===== config.mk =====
export PLATFORM = sky130hd
export DESIGN_NAME = modbus_write_register_framer_top
export DESIGN_NICKNAME = d
export VERILOG_FILES = /design/src/rtl/core/mwrf_pkg.sv /design/src/rtl/core/mwrf_pipe.sv /design/src/rtl/core/mwrf_serial.sv /design/src/rtl/core/modbus_write_register_framer_top.sv
export SDC_FILE = /design/constraint.sdc
export NUM_CORES = 1
export LEC_CHECK = 0
export BUFFER_PORTS_ARGS = -buffer_cell sky130_fd_sc_hd__buf_4
export CAP_MARGIN = 25
export CORE_UTILIZATION = 55
export DETAILED_ROUTE_END_ITERATION = 10
export PLACE_DENSITY = 0.75
export SLEW_MARGIN = 20
export SYNTH_ARGS = -nofsm -noshare
export SYNTH_HDL_FRONTEND = slang
export SYNTH_SLANG_ARGS = --single-unit

===== constraint.sdc =====
create_clock -name clk -period 6.25 [get_ports clk]
set_clock_uncertainty 0.05 [all_clocks]
set_input_delay 0.3125 -clock clk [delete_from_list [all_inputs] [get_ports clk]]
set_output_delay 0.3125 -clock clk [all_outputs]
set_load 0.1 [all_outputs]

===== src/rtl/core/mwrf_pkg.sv =====
// Package: shared constants, types and the CRC byte update for the Modbus register framer.
package mwrf_pkg;

    localparam int VOLTAGE_FRACTION_BITS = 8;
    localparam int ADDR_W     = 16;
    localparam int VOLT_W     = 24;
    localparam int VAL_W      = 16;
    localparam int BYTE_W     = 8;
    localparam int SCALE_W    = 7;
    localparam int PROD_W     = VOLT_W + SCALE_W;
    localparam int IN_W       = ADDR_W + VOLT_W;
    localparam int NSTAGE     = 7;
    localparam int FRAME_LEN  = 8;
    localparam int IDX_W      = $clog2(FRAME_LEN);

    localparam logic [BYTE_W-1:0]  FUNC_WRITE_SINGLE = 8'h06;
    localparam logic [15:0]        CRC_POLY          = 16'hA001;
    localparam logic [15:0]        CRC_INIT          = 16'hFFFF;
    localparam logic [SCALE_W-1:0] SCALE_HUNDREDTHS  = 7'd100;
    localparam logic [BYTE_W-1:0]  SLAVE_ADDR_RESET  = 8'd1;

    localparam logic [IDX_W-1:0] BYTE_SLAVE   = 3'd0;
    localparam logic [IDX_W-1:0] BYTE_FUNC    = 3'd1;
    localparam logic [IDX_W-1:0] BYTE_ADDR_HI = 3'd2;
    localparam logic [IDX_W-1:0] BYTE_ADDR_LO = 3'd3;
    localparam logic [IDX_W-1:0] BYTE_VAL_HI  = 3'd4;
    localparam logic [IDX_W-1:0] BYTE_VAL_LO  = 3'd5;
    localparam logic [IDX_W-1:0] BYTE_CRC_LO  = 3'd6;
    localparam logic [IDX_W-1:0] BYTE_CRC_HI  = 3'd7;

    typedef struct packed {
        logic [BYTE_W-1:0] slave;
        logic [ADDR_W-1:0] addr;
        logic [VAL_W-1:0]  val;
        logic [15:0]       crc;
    } frame_t;

    typedef struct packed {
        logic [BYTE_W-1:0] slave;
        logic [ADDR_W-1:0] addr;
        logic [PROD_W-1:0] prod;
        logic [VAL_W-1:0]  val;
        logic [15:0]       crc;
    } stage_t;

    function automatic logic [15:0] crc_byte(input logic [15:0] c, input logic [BYTE_W-1:0] b);
        logic [15:0] acc;
        acc = c ^ {8'h00, b};
        for (int i = 0; i < 8; i++)
        begin
            acc = acc[0] ? ((acc >> 1) ^ CRC_POLY) : (acc >> 1);
        end
        return acc;
    endfunction

endpackage


===== src/rtl/core/mwrf_pipe.sv =====
// Pipeline: scaling, saturation, CRC-16; stages 1-6 each add one frame byte.
module mwrf_pipe (
    input  logic                          clk,
    input  logic                          rst_n,
    input  logic                          in_valid,
    output logic                          in_ready,
    input  logic [mwrf_pkg::ADDR_W-1:0]   in_addr,
    input  logic [mwrf_pkg::VOLT_W-1:0]   in_volt,
    input  logic [mwrf_pkg::BYTE_W-1:0]   in_slave,
    output logic                          out_valid,
    input  logic                          out_ready,
    output mwrf_pkg::frame_t              out_frame
);
    import mwrf_pkg::*;

    logic   [NSTAGE-1:0] valid_reg;
    logic   [NSTAGE-1:0] adv;
    stage_t              st_reg  [NSTAGE];
    stage_t              st_next [NSTAGE];
    logic   [PROD_W-1:0] whole;

    always_comb
    begin
        adv[NSTAGE-1] = !valid_reg[NSTAGE-1] || out_ready;
        for (int i = NSTAGE - 2; i >= 0; i--)
        begin
            adv[i] = !valid_reg[i] || adv[i+1];
        end
    end

    assign in_ready = adv[0];

    always_comb
    begin
        whole = st_reg[1].prod >> VOLTAGE_FRACTION_BITS;

        st_next[0]       = st_reg[0];
        st_next[0].slave = in_slave;
        st_next[0].addr  = in_addr;
        st_next[0].prod  = PROD_W'(in_volt);

        // scale to hundredths, first CRC byte
        st_next[1]      = st_reg[0];
        st_next[1].prod = PROD_W'(st_reg[0].prod[VOLT_W-1:0]) * PROD_W'(SCALE_HUNDREDTHS);
        st_next[1].crc  = crc_byte(CRC_INIT, st_reg[0].slave);

        // drop fraction, saturate
        st_next[2]     = st_reg[1];
        st_next[2].val = (|whole[PROD_W-1:VAL_W]) ? {VAL_W{1'b1}} : whole[VAL_W-1:0];
        st_next[2].crc = crc_byte(st_reg[1].crc, FUNC_WRITE_SINGLE);

        st_next[3]     = st_reg[2];
        st_next[3].crc = crc_byte(st_reg[2].crc, st_reg[2].addr[15:8]);

        st_next[4]     = st_reg[3];
        st_next[4].crc = crc_byte(st_reg[3].crc, st_reg[3].addr[7:0]);

        st_next[5]     = st_reg[4];
        st_next[5].crc = crc_byte(st_reg[4].crc, st_reg[4].val[15:8]);

        st_next[6]     = st_reg[5];
        st_next[6].crc = crc_byte(st_reg[5].crc, st_reg[5].val[7:0]);
    end

    always_ff @(posedge clk or negedge rst_n)
    begin
        if (!rst_n)
        begin
            valid_reg <= '0;
        end
        else
        begin
            if (adv[0])
            begin
                valid_reg[0] <= in_valid;
            end
            for (int i = 1; i < NSTAGE; i++)
            begin
                if (adv[i])
                begin
                    valid_reg[i] <= valid_reg[i-1];
                end
            end
        end
    end

    always_ff @(posedge clk)
    begin
        for (int i = 0; i < NSTAGE; i++)
        begin
            if (adv[i])
            begin
                st_reg[i] <= st_next[i];
            end
        end
    end

    assign out_valid       = valid_reg[NSTAGE-1];
    assign out_frame.slave = st_reg[NSTAGE-1].slave;
    assign out_frame.addr  = st_reg[NSTAGE-1].addr;
    assign out_frame.val   = st_reg[NSTAGE-1].val;
    assign out_frame.crc   = st_reg[NSTAGE-1].crc;

    a_stall_holds: assert property (@(posedge clk) disable iff (!rst_n)
        (out_valid && !out_ready) |=> (out_valid && $stable(out_frame)))
        else $error("pipeline output changed while stalled");

    a_no_drop: assert property (@(posedge clk) disable iff (!rst_n)
        (valid_reg[NSTAGE-2] && !adv[NSTAGE-1]) |=> valid_reg[NSTAGE-2])
        else $error("stage lost its request while the next stage was full");

endmodule


===== src/rtl/core/mwrf_serial.sv =====
// Output serialiser: sends the eight frame bytes in transmit order.
module mwrf_serial (
    input  logic                          clk,
    input  logic                          rst_n,
    input  logic                          in_valid,
    output logic                          in_ready,
    input  mwrf_pkg::frame_t              in_frame,
    output logic                          out_valid,
    input  logic                          out_ready,
    output logic [mwrf_pkg::BYTE_W-1:0]   out_byte,
    output logic                          out_last
);
    import mwrf_pkg::*;

    logic             busy_reg;
    logic             busy_next;
    logic [IDX_W-1:0] count_reg;
    logic [IDX_W-1:0] count_next;
    frame_t           frame_reg;
    logic             take;
    logic             load;

    assign take      = busy_reg && out_ready;
    assign out_last  = busy_reg && (count_reg == BYTE_CRC_HI);
    assign in_ready  = !busy_reg || (take && count_reg == BYTE_CRC_HI);
    assign load      = in_valid && in_ready;
    assign out_valid = busy_reg;

    always_comb
    begin
        busy_next  = busy_reg;
        count_next = count_reg;
        if (take)
        begin
            count_next = count_reg + 1'b1;
            if (count_reg == BYTE_CRC_HI)
            begin
                busy_next = 1'b0;
            end
        end
        if (load)
        begin
            busy_next  = 1'b1;
            count_next = BYTE_SLAVE;
        end
    end

    always_ff @(posedge clk or negedge rst_n)
    begin
        if (!rst_n)
        begin
            busy_reg  <= 1'b0;
            count_reg <= BYTE_SLAVE;
        end
        else
        begin
            busy_reg  <= busy_next;
            count_reg <= count_next;
        end
    end

    always_ff @(posedge clk)
    begin
        if (load)
        begin
            frame_reg <= in_frame;
        end
    end

    always_comb
    begin
        case (count_reg)
            BYTE_SLAVE:   out_byte = frame_reg.slave;
            BYTE_FUNC:    out_byte = FUNC_WRITE_SINGLE;
            BYTE_ADDR_HI: out_byte = frame_reg.addr[15:8];
            BYTE_ADDR_LO: out_byte = frame_reg.addr[7:0];
            BYTE_VAL_HI:  out_byte = frame_reg.val[15:8];
            BYTE_VAL_LO:  out_byte = frame_reg.val[7:0];
            BYTE_CRC_LO:  out_byte = frame_reg.crc[7:0];
            BYTE_CRC_HI:  out_byte = frame_reg.crc[15:8];
            default:      out_byte = frame_reg.slave;
        endcase
    end

    a_step: assert property (@(posedge clk) disable iff (!rst_n)
        (take && !out_last) |=> (busy_reg && count_reg == $past(count_reg) + 1'b1))
        else $error("byte index did not advance");

    a_load_only_free: assert property (@(posedge clk) disable iff (!rst_n)
        (load && busy_reg) |-> (take && count_reg == BYTE_CRC_HI))
        else $error("frame loaded over one in progress");

    a_new_frame_start: assert property (@(posedge clk) disable iff (!rst_n)
        load |=> (busy_reg && count_reg == BYTE_SLAVE))
        else $error("new frame did not start at its first byte");

endmodule


===== src/rtl/core/modbus_write_register_framer_top.sv =====
// A 7-stage pipeline (input register, scaling multiply, saturation, one CRC byte per
// stage after the input register) feeds the byte serialiser, which sends one frame
// byte per cycle while m_axis_tready is high. The serialiser sets the rate: it takes
// the next frame as the last byte leaves.
// Reset (rst_n, asynchronous, active low) empties the pipeline and the serialiser
// and sets the slave address to 1.
module modbus_write_register_framer_top (
    input  logic                          clk,
    input  logic                          rst_n,
    input  logic                          cfg_we,
    input  logic [mwrf_pkg::BYTE_W-1:0]   cfg_wdata,
    input  logic                          s_axis_tvalid,
    output logic                          s_axis_tready,
    input  logic [mwrf_pkg::IN_W-1:0]     s_axis_tdata,  // reg_address[15:0], voltage_q8[39:16]
    output logic                          m_axis_tvalid,
    input  logic                          m_axis_tready,
    output logic [mwrf_pkg::BYTE_W-1:0]   m_axis_tdata,  // frame_byte[7:0]
    output logic                          m_axis_tlast
);
    import mwrf_pkg::*;

    logic [BYTE_W-1:0] slave_address_reg;
    logic              pipe_valid;
    logic              pipe_ready;
    frame_t            pipe_frame;

    always_ff @(posedge clk or negedge rst_n)
    begin
        if (!rst_n)
        begin
            slave_address_reg <= SLAVE_ADDR_RESET;
        end
        else if (cfg_we)
        begin
            slave_address_reg <= cfg_wdata;
        end
    end

    mwrf_pipe u_pipe (
        .clk       (clk),
        .rst_n     (rst_n),
        .in_valid  (s_axis_tvalid),
        .in_ready  (s_axis_tready),
        .in_addr   (s_axis_tdata[ADDR_W-1:0]),
        .in_volt   (s_axis_tdata[IN_W-1:ADDR_W]),
        .in_slave  (slave_address_reg),
        .out_valid (pipe_valid),
        .out_ready (pipe_ready),
        .out_frame (pipe_frame)
    );

    mwrf_serial u_serial (
        .clk       (clk),
        .rst_n     (rst_n),
        .in_valid  (pipe_valid),
        .in_ready  (pipe_ready),
        .in_frame  (pipe_frame),
        .out_valid (m_axis_tvalid),
        .out_ready (m_axis_tready),
        .out_byte  (m_axis_tdata),
        .out_last  (m_axis_tlast)
    );

endmodule

Word level (Yosys, flattened, before mapping)

Memory sizes are Yosys's and may differ from the RTL's. A register that Yosys moved wholly into a read port is not among the register bits.
Cells that the tools add are included.

Register bits: 19
Memory bits (writable): 609
Bits of input ports: 53
Output and inout bits: 11
Logic and storage cells: 168
Memories: 1

$add $sub $neg: 1
Multiply operators: 1
Equal/unequal tests: 7
Multiplexer cells: 69
Bitwise gates (word level): 54
Reduce and logical (&&, ||, !) cells: 25

Memories:

| name          | depth | bits a word | rd ports | clocked after memory_dff | write ports | line            | RTL |
|---|---|---|---|---|---|---|---|
| u_pipe.st_reg | 7     | 87          | 7        | 1                        | 7           | mwrf_pipe.sv:18 | `stage_t st_reg [NSTAGE];` |

Operators by type and width:

| operator                                                              | number |
|---|---|
| 16-bit 2-to-1 mux                                                     | 49 |
| 2-bit NOT with 3-bit output                                           | 48 |
| 8-bit case mux with 8 select lines                                    | 1 |
| 16-bit by 8-bit bitwise XOR with 16-bit output                        | 4 |
| 24-bit by 5-bit multiplier with 29-bit output (second input constant) | 1 |
| 1-bit 2-to-1 mux                                                      | 17 |
| 8-bit NOT with 16-bit output                                          | 1 |
| 3-bit == test (second input constant)                                 | 4 |
| 1-bit zero test                                                       | 8 |
| 1-bit logical OR                                                      | 8 |
| 7-bit OR reduction                                                    | 1 |
| 3-bit by 2-bit == test with 1-bit output (second input constant)      | 2 |
| 3-bit 2-to-1 mux                                                      | 2 |
| 1-bit logical AND                                                     | 4 |
| 2-bit nonzero test                                                    | 2 |
| 3-bit by 1-bit adder with 3-bit output (second input constant)        | 1 |
| 3-bit by 1-bit == test with 1-bit output (second input constant)      | 1 |
| 3-bit zero test                                                       | 1 |
| 2-bit NOT                                                             | 1 |
| 2-bit AND reduction                                                   | 1 |

Logic depth before layout (Yosys ltp)

Gate-level depths: netlist of run 1.
An unclocked memory read counts as a cell.

Depth after elaboration: 18
Mapped depth: 13
Mapped depth without buffers: 13

Cells and area by module

From an unflattened synthesis of run 1, not the netlist that was laid out.

Cell total of the unflattened synthesis: 951
Area total of the unflattened synthesis: 17626.9 um^2

By module, submodules not included:

| module                           | instances | cells an instance | area each (um^2) |
|---|---|---|---|
| mwrf_pipe                        | 1         | 783               | 14824.2 |
| mwrf_serial                      | 1         | 151               | 2469.9 |
| modbus_write_register_framer_top | 1         | 17                | 332.8 |

Worst setup path after synthesis of run 1

Ideal clock, no wire load.

Path type: register to register
Start: register u_serial.busy_reg, in the netlist u_serial.out_valid
End: memory u_pipe.st_reg[0][32] (netlist name), enable pin
Setup time: 1.000 ns
Arrival: 6.353 ns
Required time: 5.200 ns
Slack: -1.154 ns
Stages on the path, launching flop included: 7
Period minus slack after synthesis: 7.404 ns
Path through: dfrtp_1 -> a21boi_0 -> nand2_1 -> nor2_1 -> nand3_1 -> inv_1 -> nand3_1

RTL lines:

| element                | line              | RTL |
|---|---|---|
| start, declared        | mwrf_serial.sv:15 | `logic busy_reg;` |
| start signal, assigned | mwrf_serial.sv:57 | `busy_reg <= busy_next;` |
| end, declared          | mwrf_pipe.sv:18   |  |

Final worst setup path of run 1

Start: register u_serial.count_reg[0]
End: output s_axis_tready

Cells in the longest elaborated chain, start to end: 10

Ends and longest elaborated chain:

| element                       | line                                   | RTL |
|---|---|---|
| start, declared               | mwrf_serial.sv:17                      | `logic [IDX_W-1:0] count_reg;` |
| start signal, assigned        | mwrf_serial.sv:58                      | `count_reg <= count_next;` |
| 3-bit == test                 | mwrf_serial.sv:25                      | `assign in_ready = !busy_reg \|\| (take && count_reg == BYTE_CRC_HI);` |
| 1-bit logical AND             | mwrf_serial.sv:25                      |  |
| 1-bit logical OR              | mwrf_serial.sv:25                      |  |
| 1-bit logical OR              | mwrf_pipe.sv:24                        | `adv[NSTAGE-1] = !valid_reg[NSTAGE-1] \|\| out_ready;` |
| net u_pipe.adv[6]             | mwrf_pipe.sv:17                        | `logic [NSTAGE-1:0] adv;` |
| 1-bit logical OR (4 in a row) | mwrf_pipe.sv:27                        | `adv[i] = !valid_reg[i] \|\| adv[i+1];` |
| net u_pipe.adv[2]             | mwrf_pipe.sv:17                        |  |
| 1-bit logical OR (2 in a row) | mwrf_pipe.sv:27                        |  |
| end, declared                 | modbus_write_register_framer_top.sv:13 | `output logic s_axis_tready,` |

The timed path passes the listed nets, and every way through them passes these cells.

==> results.md, run 1 <==
- Status: complete, no violations
- Boundary pin count: 64
- CP Class: reg2out
- Remaining design rule violation count: 0
- HPWL after detailed placement: 17.49 mm
- Reg clk slew, reported paths: 0.06 ns
- Register area: 13480 µm²
- Placed Cells: 1424
- DR iter-0 viols: 598
- Port Buffers: 63
- Core ar.: 31470 µm²
- Vias in the first global route: 8180
- Diode count: 0
- Top cells by area, synth: edfxtp_1, ha_1, xnor2_1
- Die area: 32700 µm²
- Top cell type's share of synthesized area: 73.91%
- Synthesized area per cell: 18.29 µm²
- Simple-Gate Fraction of Synth Area: 3.478%
- Startpoint types: register
- Initial antenna violation count: 0
- Root Driver: clkbuf_16
- Slew margin rel.: 49.50%
- CTS Buffer Depth: 3
- Leakage power: 7.262 nW
- Clock sinks: 452
- Worst vdd ir: 0.4812 mV
- Seq/Total Area, Yosys: 76.62%
- CP max FO: 58
- Max reg flops: 377
- Ys flop type: edfxtp_1
- Syn_nets: 1114
- Layout Area Growth over Synthesis: 16.84%
- TNS Setup: 0 ns
- CTS tree: built
- Multi-input gate area: 3861 µm²
- Pin count of the biggest net entering global routing: 59
- Share of cells above drive strength 1: 15.63%
- Worst EP arrival: 3.66 ns
- Die width: 180.8 µm
- Vias: 7901
- Post-Syn Area: 17590 µm²
- Final period util: 64.39%
- PD cells: 390.5 nW/µm²
- Post-synth ARST share: 4.204%
- DR WL/cell: 16.54 µm
- Largest family of logic cells by synthesized area: adder cells
- Post-route ant nets: 0
- Nets: 1270
- Synth Instances: 962
- Final std cells w/o fill: 1554
- Critical Path RT: 5.89 ns
- Max Slew Vio Count: 0
- Total grt overflow: 0
- RSZ-0062 raised after global routing: no
- Total Wirelength: 25.70 mm
- Minimum clock period: 4.024 ns
- First-pass GRT wire length: 41.31 mm
- Row Count: 65
- Die Ht: 180.8 µm
- Total CTS buffers: 44
- Seq cells post-synth: 452
- Placer Congestion: 0.8196
- Initial core utilization: 55.89%
- Tot GR Track Use: 16.17%
- Fmax: 248.5 MHz
- Complex-gate fraction of the synthesized area: 3.834%
- H-tree levels: 2
- Measured slew at the worst slew-check pin: 0.7507 ns
- Multiplexer share of the synthesized area: 0.5690%
- Avg Vias per Cell: 5.084
- XOR/XNOR Fraction of Synth Area: 6.088%
- Drt pass-1 iters: 5
- Final hold vios: 0
- Worst setup EP type: output pin
- EDFF count, synth: 433
- Setup-failing EPs final: 0
- Top cell type by total area after synthesis: edfxtp_1
- Worst hold path class: in2reg
- Yosys cell types: 55
- Synth warn: 0
- Synth Area in Adders: 7.809%
- Fill count: 2021
- Maxcap violations: 0
- Clk_lat worst skew: 0.53 ns
## where the power goes
group / internal (mW) / leakage [nW] / switching [mW]
sequential: 3.60 / 4.02 / 0.0788
clock: 1.50 / 0.696 / 1.03
combinational: 0.629 / 2.54 / 1.18
total: 5.74 / 7.26 / 2.29
## critical path, cell delays in order (launching register included)
cell	delay (ns)
dfrtp_1	0.42
ha_1	0.24
ha_1	0.34
a21boi_0	0.66
nand2_2	0.08
buf_4	0.36
nor2_1	0.39
nand3_2	0.13
inv_1	0.11
nand3_2	0.13
buf_4	0.26
## stage by stage
step           hold slack, ns  worst slack (ns)  power, mW  utilization, %  instance area [µm²]
2_1_floorplan        -0.03309            0.3834      5.135               -                17600
3_3_place_gp           0.1784             2.415      5.493           59.13                18610
3_5_place_dp           0.1861             2.284      5.532           59.19                18630
4_1_cts               0.04534             2.160      8.099           65.30                20550
5_1_grt               0.07358             1.878      8.383           65.30                20550
6_report              0.07259             2.226      8.027           65.30                20550
## cell usage after synthesis, types with 3 or more instances
cell,count
and2_1,3
ha_1,81
nor2_1,22
a21boi_0,3
xnor2_1,71
o21a_1,5
nand3_1,11
a31oi_1,3
a41oi_1,6
nor3_1,7
fa_1,18
o21ai_1,3
dfrtp_1,18
and3_1,3
or2_2,18
nand2_1,35
o21ai_0,12
o2111ai_1,3
xor2_1,45
nand2b_1,10
a222oi_1,8
inv_1,64
nor2b_1,5
a21oi_1,17
mux2_2,8
clkbuf_1,11
edfxtp_1,433
a22o_1,6
## routing by layer
layer  wire length [µm]  track usage (%)
met1              10920            19.75
met2              13410            29.16
met3                894            2.721
met4                468            5.402
met5                  0                0
## cell families (layout without fill, tap and decap cells)
logic type / after synthesis / count (layout)
compound gates: 85 / 85
xor+xnor: 119 / 119
buf+inv: 75 / 265
simple gates: 123 / 123
mux: 9 / 9
flops: 452 / 452
fa+ha+maj: 99 / 99
## placed cells by master, fill, tap and decap left out, types with 7 or more instances in the layout
cell type	count
edfxtp_1	433
ha_1	81
xnor2_1	71
buf_4	70
inv_1	63
dlygate4sd3_1	50
clkbuf_16	46
xor2_1	45
nand2_1	32
nor2_1	22
or2_2	18
fa_1	18
dfrtp_1	18
a21oi_1	17
o21ai_0	12
nand2b_1	10
clkbuf_1	10
nand3_1	8
a222oi_1	8
mux2_2	8
nor3_1	7
clkinv_1	7
## layout make-up
class                           instances  share of cell area [%]
Clock inverter                         18                  0.7427
Tap cell                              402                   2.447
Clock buffer                           62                   6.185
Multi-Input combinational cell        435                   18.79
Timing Repair Buffer                  121                   5.089
Inverter                               64                   1.169
Sequential cell                       452                   65.58
## worst paths after layout
check                                           start                    end  slack (ns)  depth (start not counted)
worst max-delay path            u_serial.count_reg[0]          s_axis_tready        2.23                         10
worst min-delay path                           cfg_we   slave_address_reg[0]        0.07                          2
worst max register to register  u_serial.count_reg[2]   u_pipe.st_reg[1][58]        2.31                          9
worst min register to register   u_pipe.st_reg[3][28]   u_pipe.st_reg[4][28]        0.36                          0
max in group asynchronous                       rst_n   slave_address_reg[0]        5.68                          2
min in group asynchronous                       rst_n  u_serial.count_reg[2]        0.17                          2
## repair_timing
action,CTS,global route
setup buffers,0,0
hold endpoints to repair,68,0
hold buffers,50,0
resized for setup,0,0
Power figures use the tool's default switching activity.
==> run 2: changes to the inputs <==
==> constraint.sdc (replaced) <==
create_clock -name clk -period 3.45 [get_ports clk]
set_clock_uncertainty 0.05 [all_clocks]
set_input_delay 0.1725 -clock clk [delete_from_list [all_inputs] [get_ports clk]]
set_output_delay 0.1725 -clock clk [all_outputs]
set_load 0.1 [all_outputs]
==> run 2 against run 1 <==
Effect of this change: critical path depth grew 3; via count grew 4.9%; count of clock-buffer cells in the layout down 6; sequential power grew 82%; first-iteration DRC count fell by 9.0%; global-route usage rose by 1.1 points; core utilization up 2.4 points; hold slack improved by 0.21 ns; cell area up 3.6%; critical path type is now reg2reg; power is 88% higher; setup slack worse by 2.3 ns; cell count increased by 3.7%; the flow now finishes with violations (negative setup slack).
==> results.md, run 2 (same netlist as run 1, synthesis figures left out) <==
- PD cells: 709.0 nW/µm² (was 390.5 nW/µm²)
- Minimum clock period: 3.519 ns
- CTS Buffer Depth: 3 (unchanged)
- Die Ht: 180.8 µm (unchanged)
- Worst r2r src: u_pipe.st_reg[0][35] (was u_serial.count_reg[2])
- Setup-failing EPs final: 7 (was 0)
- Final Util: 67.67% (was 65.30%)
- Worst setup EP type: register (was output pin)
- Status: complete, but fails checks (was complete, no violations)
- Total CTS buffers: 44 (unchanged)
- Core ar.: 31470 µm² (unchanged)
- First-pass GRT wire length: 43.82 mm (was 41.31 mm)
- Reg2Reg Setup Slack: -0.07 ns (was 2.31 ns)
- Failing checks: negative setup slack
- Final std cells w/o fill: 1611 (was 1554)
- Avg Vias per Cell: 5.145 (was 5.084)
- Total Wirelength: 27.25 mm (was 25.70 mm)
- Initial antenna violation count: 0 (unchanged)
- Max reg flops: 377 (unchanged)
- Pre-CTS setup slack: -0.2121 ns (was 2.284 ns)
- Slew margin rel.: 40.44% (was 49.50%)
- Root Driver: clkbuf_16 (unchanged)
- Worst hold path class: in2reg (unchanged)
- Boundary pin count: 64 (unchanged)
- Commonest non-fill, non-tap cell in the layout: edfxtp_1 (unchanged)
- Row Count: 65 (unchanged)
- Worst EP arrival: 3.74 ns (was 3.66 ns)
- Remaining design rule violation count: 0 (unchanged)
- Tot GR Track Use: 17.24% (was 16.17%)
- DR WL/cell: 16.91 µm (was 16.54 µm)
- Final setup margin: -0.06862 ns (was 2.226 ns)
- Reg clk slew, reported paths: 0.06 ns (about the same)
- Vias: 8289 (was 7901)
- Measured slew at the worst slew-check pin: 0.8934 ns (was 0.7507 ns)
- Vias in the first global route: 8725 (was 8180)
- CP Capture Point: u_pipe.st_reg[1][60] (was s_axis_tready)
- Leakage power: 7.529 nW (was 7.262 nW)
- CP startpoint: u_pipe.st_reg[0][35] (was u_serial.count_reg[0])
- Register area: 13480 µm² (about the same)
- HPWL after detailed placement: 17.82 mm (was 17.49 mm)
- Clock sinks: 452 (unchanged)
- Final period util: 102.0%
- Commonest non-fill, non-tap cells in the layout: edfxtp_1, buf_4, xnor2_1 (was edfxtp_1, ha_1, xnor2_1)
- Diode count: 0 (unchanged)
- Initial core utilization: 55.89% (unchanged)
- H-tree levels: 2 (unchanged)
- Die width: 180.8 µm (unchanged)
- CTS tree: built (unchanged)
- Clk_lat worst skew: 0.54 ns (was 0.53 ns)
- Port Buffers: 63 (unchanged)
- CP max FO: 4 (was 58)
- TNS Setup: -0.2418 ns (was 0 ns)
- Total grt overflow: 0 (unchanged)
- RSZ-0062 raised after global routing: yes (was no)
- Fill count: 1923 (was 2021)
- Critical Path RT: 3.67 ns (was 5.89 ns)
- Layout Area Growth over Synthesis: 21.07% (was 16.84%)
- Post-route ant nets: 0 (unchanged)
- Pin count of the biggest net entering global routing: 59 (unchanged)
- Placer Congestion: 0.8736 (was 0.8196)
- Reg2Reg Depth: 13 (was 9)
- Die area: 32700 µm² (unchanged)
- Fmax: 284.2 MHz
- Share of cells above drive strength 1: 22.25% (was 15.63%)
- Maxcap violations: 0 (unchanged)
- Final hold vios: 0 (unchanged)
- DR iter-0 viols: 544 (was 598)
- R2r endpoint: u_pipe.st_reg[1][60] (was u_pipe.st_reg[1][58])
- Multi-input gate area: 4184 µm² (was 3861 µm²)
- CP Class: reg2reg (was reg2out)
- Drt pass-1 iters: 5 (unchanged)
- Nets: 1326 (was 1270)
- Worst vdd ir: 1.041 mV (was 0.4812 mV)
- Max Slew Vio Count: 0 (unchanged)
- Placed Cells: 1457 (was 1424)
- Startpoint types: register (unchanged)
==> run 2: layer usage <==
metal	up-vias	share of wire [%]	global-route usage [%]
li1	4012	-	-
met1	4047	42	21.25
met2	178	52	30.84
met3	52	3.7	2.963
met4	0	2.8	5.744
met5	-	0	0
==> run 2: where the power goes <==
part	total [mW]	internal (mW)	switching [mW]
registers	6.68	6.53	0.151
logic	3.92	1.55	2.37
clock network	4.50	2.59	1.90
==> run 2: repair_timing <==
item,in CTS,in global routing
gates resized for setup,23,24
endpoints found under the setup margin,16,16
setup buffers,9,4
hold endpoints to repair,71,0
hold buffers,61,0
pin swaps,42,7
==> run 2: critical path, cell delays in order, from the launching register on <==
cell,delay [ns]
edfxtp_1,0.46
ha_4,0.29
ha_4,0.26
inv_2,0.04
fa_1,0.52
inv_2,0.05
ha_4,0.21
and2_4,0.14
a221oi_4,0.28
a21oi_2,0.10
o211a_4,0.28
o32ai_4,0.31
o21ai_1,0.11
xor2_1,0.15
==> run 2: how the worst min path moves through the flow <==
stage,start,endpoint,cells after the start
after detailed placement,rst_n,u_serial.count_reg[1],1
after global routing,s_axis_tdata[19],u_pipe.st_reg[0][35],2
final,s_axis_tdata[22],u_pipe.st_reg[0][38],2
after floorplan,rst_n,slave_address_reg[1],0
after global placement,rst_n,u_serial.count_reg[0],1
after CTS,s_axis_tdata[4],u_pipe.st_reg[0][67],2
==> run 2: area by class of cell <==
type	instances	area share, %
inverters	64	1.134
repair buffers	177	7.108
well taps	402	2.362
clock inverters	25	1.081
flip-flops and latches	452	63.29
multi-input cells	435	19.64
clock buffers	56	5.381
==> run 2: metrics by stage <==
step | hold slack (ns) | area [µm²] | power [mW]
final | 0.2860 | 21300 | 15.10
after global routing | 0.2688 | 21300 | 15.77
after CTS | 0.2701 | 21180 | 15.07
after detailed placement | 0.02863 | 19010 | 10.37
after global placement | 0.02383 | 19010 | 10.27
after floorplan | -0.1731 | 17730 | 9.372
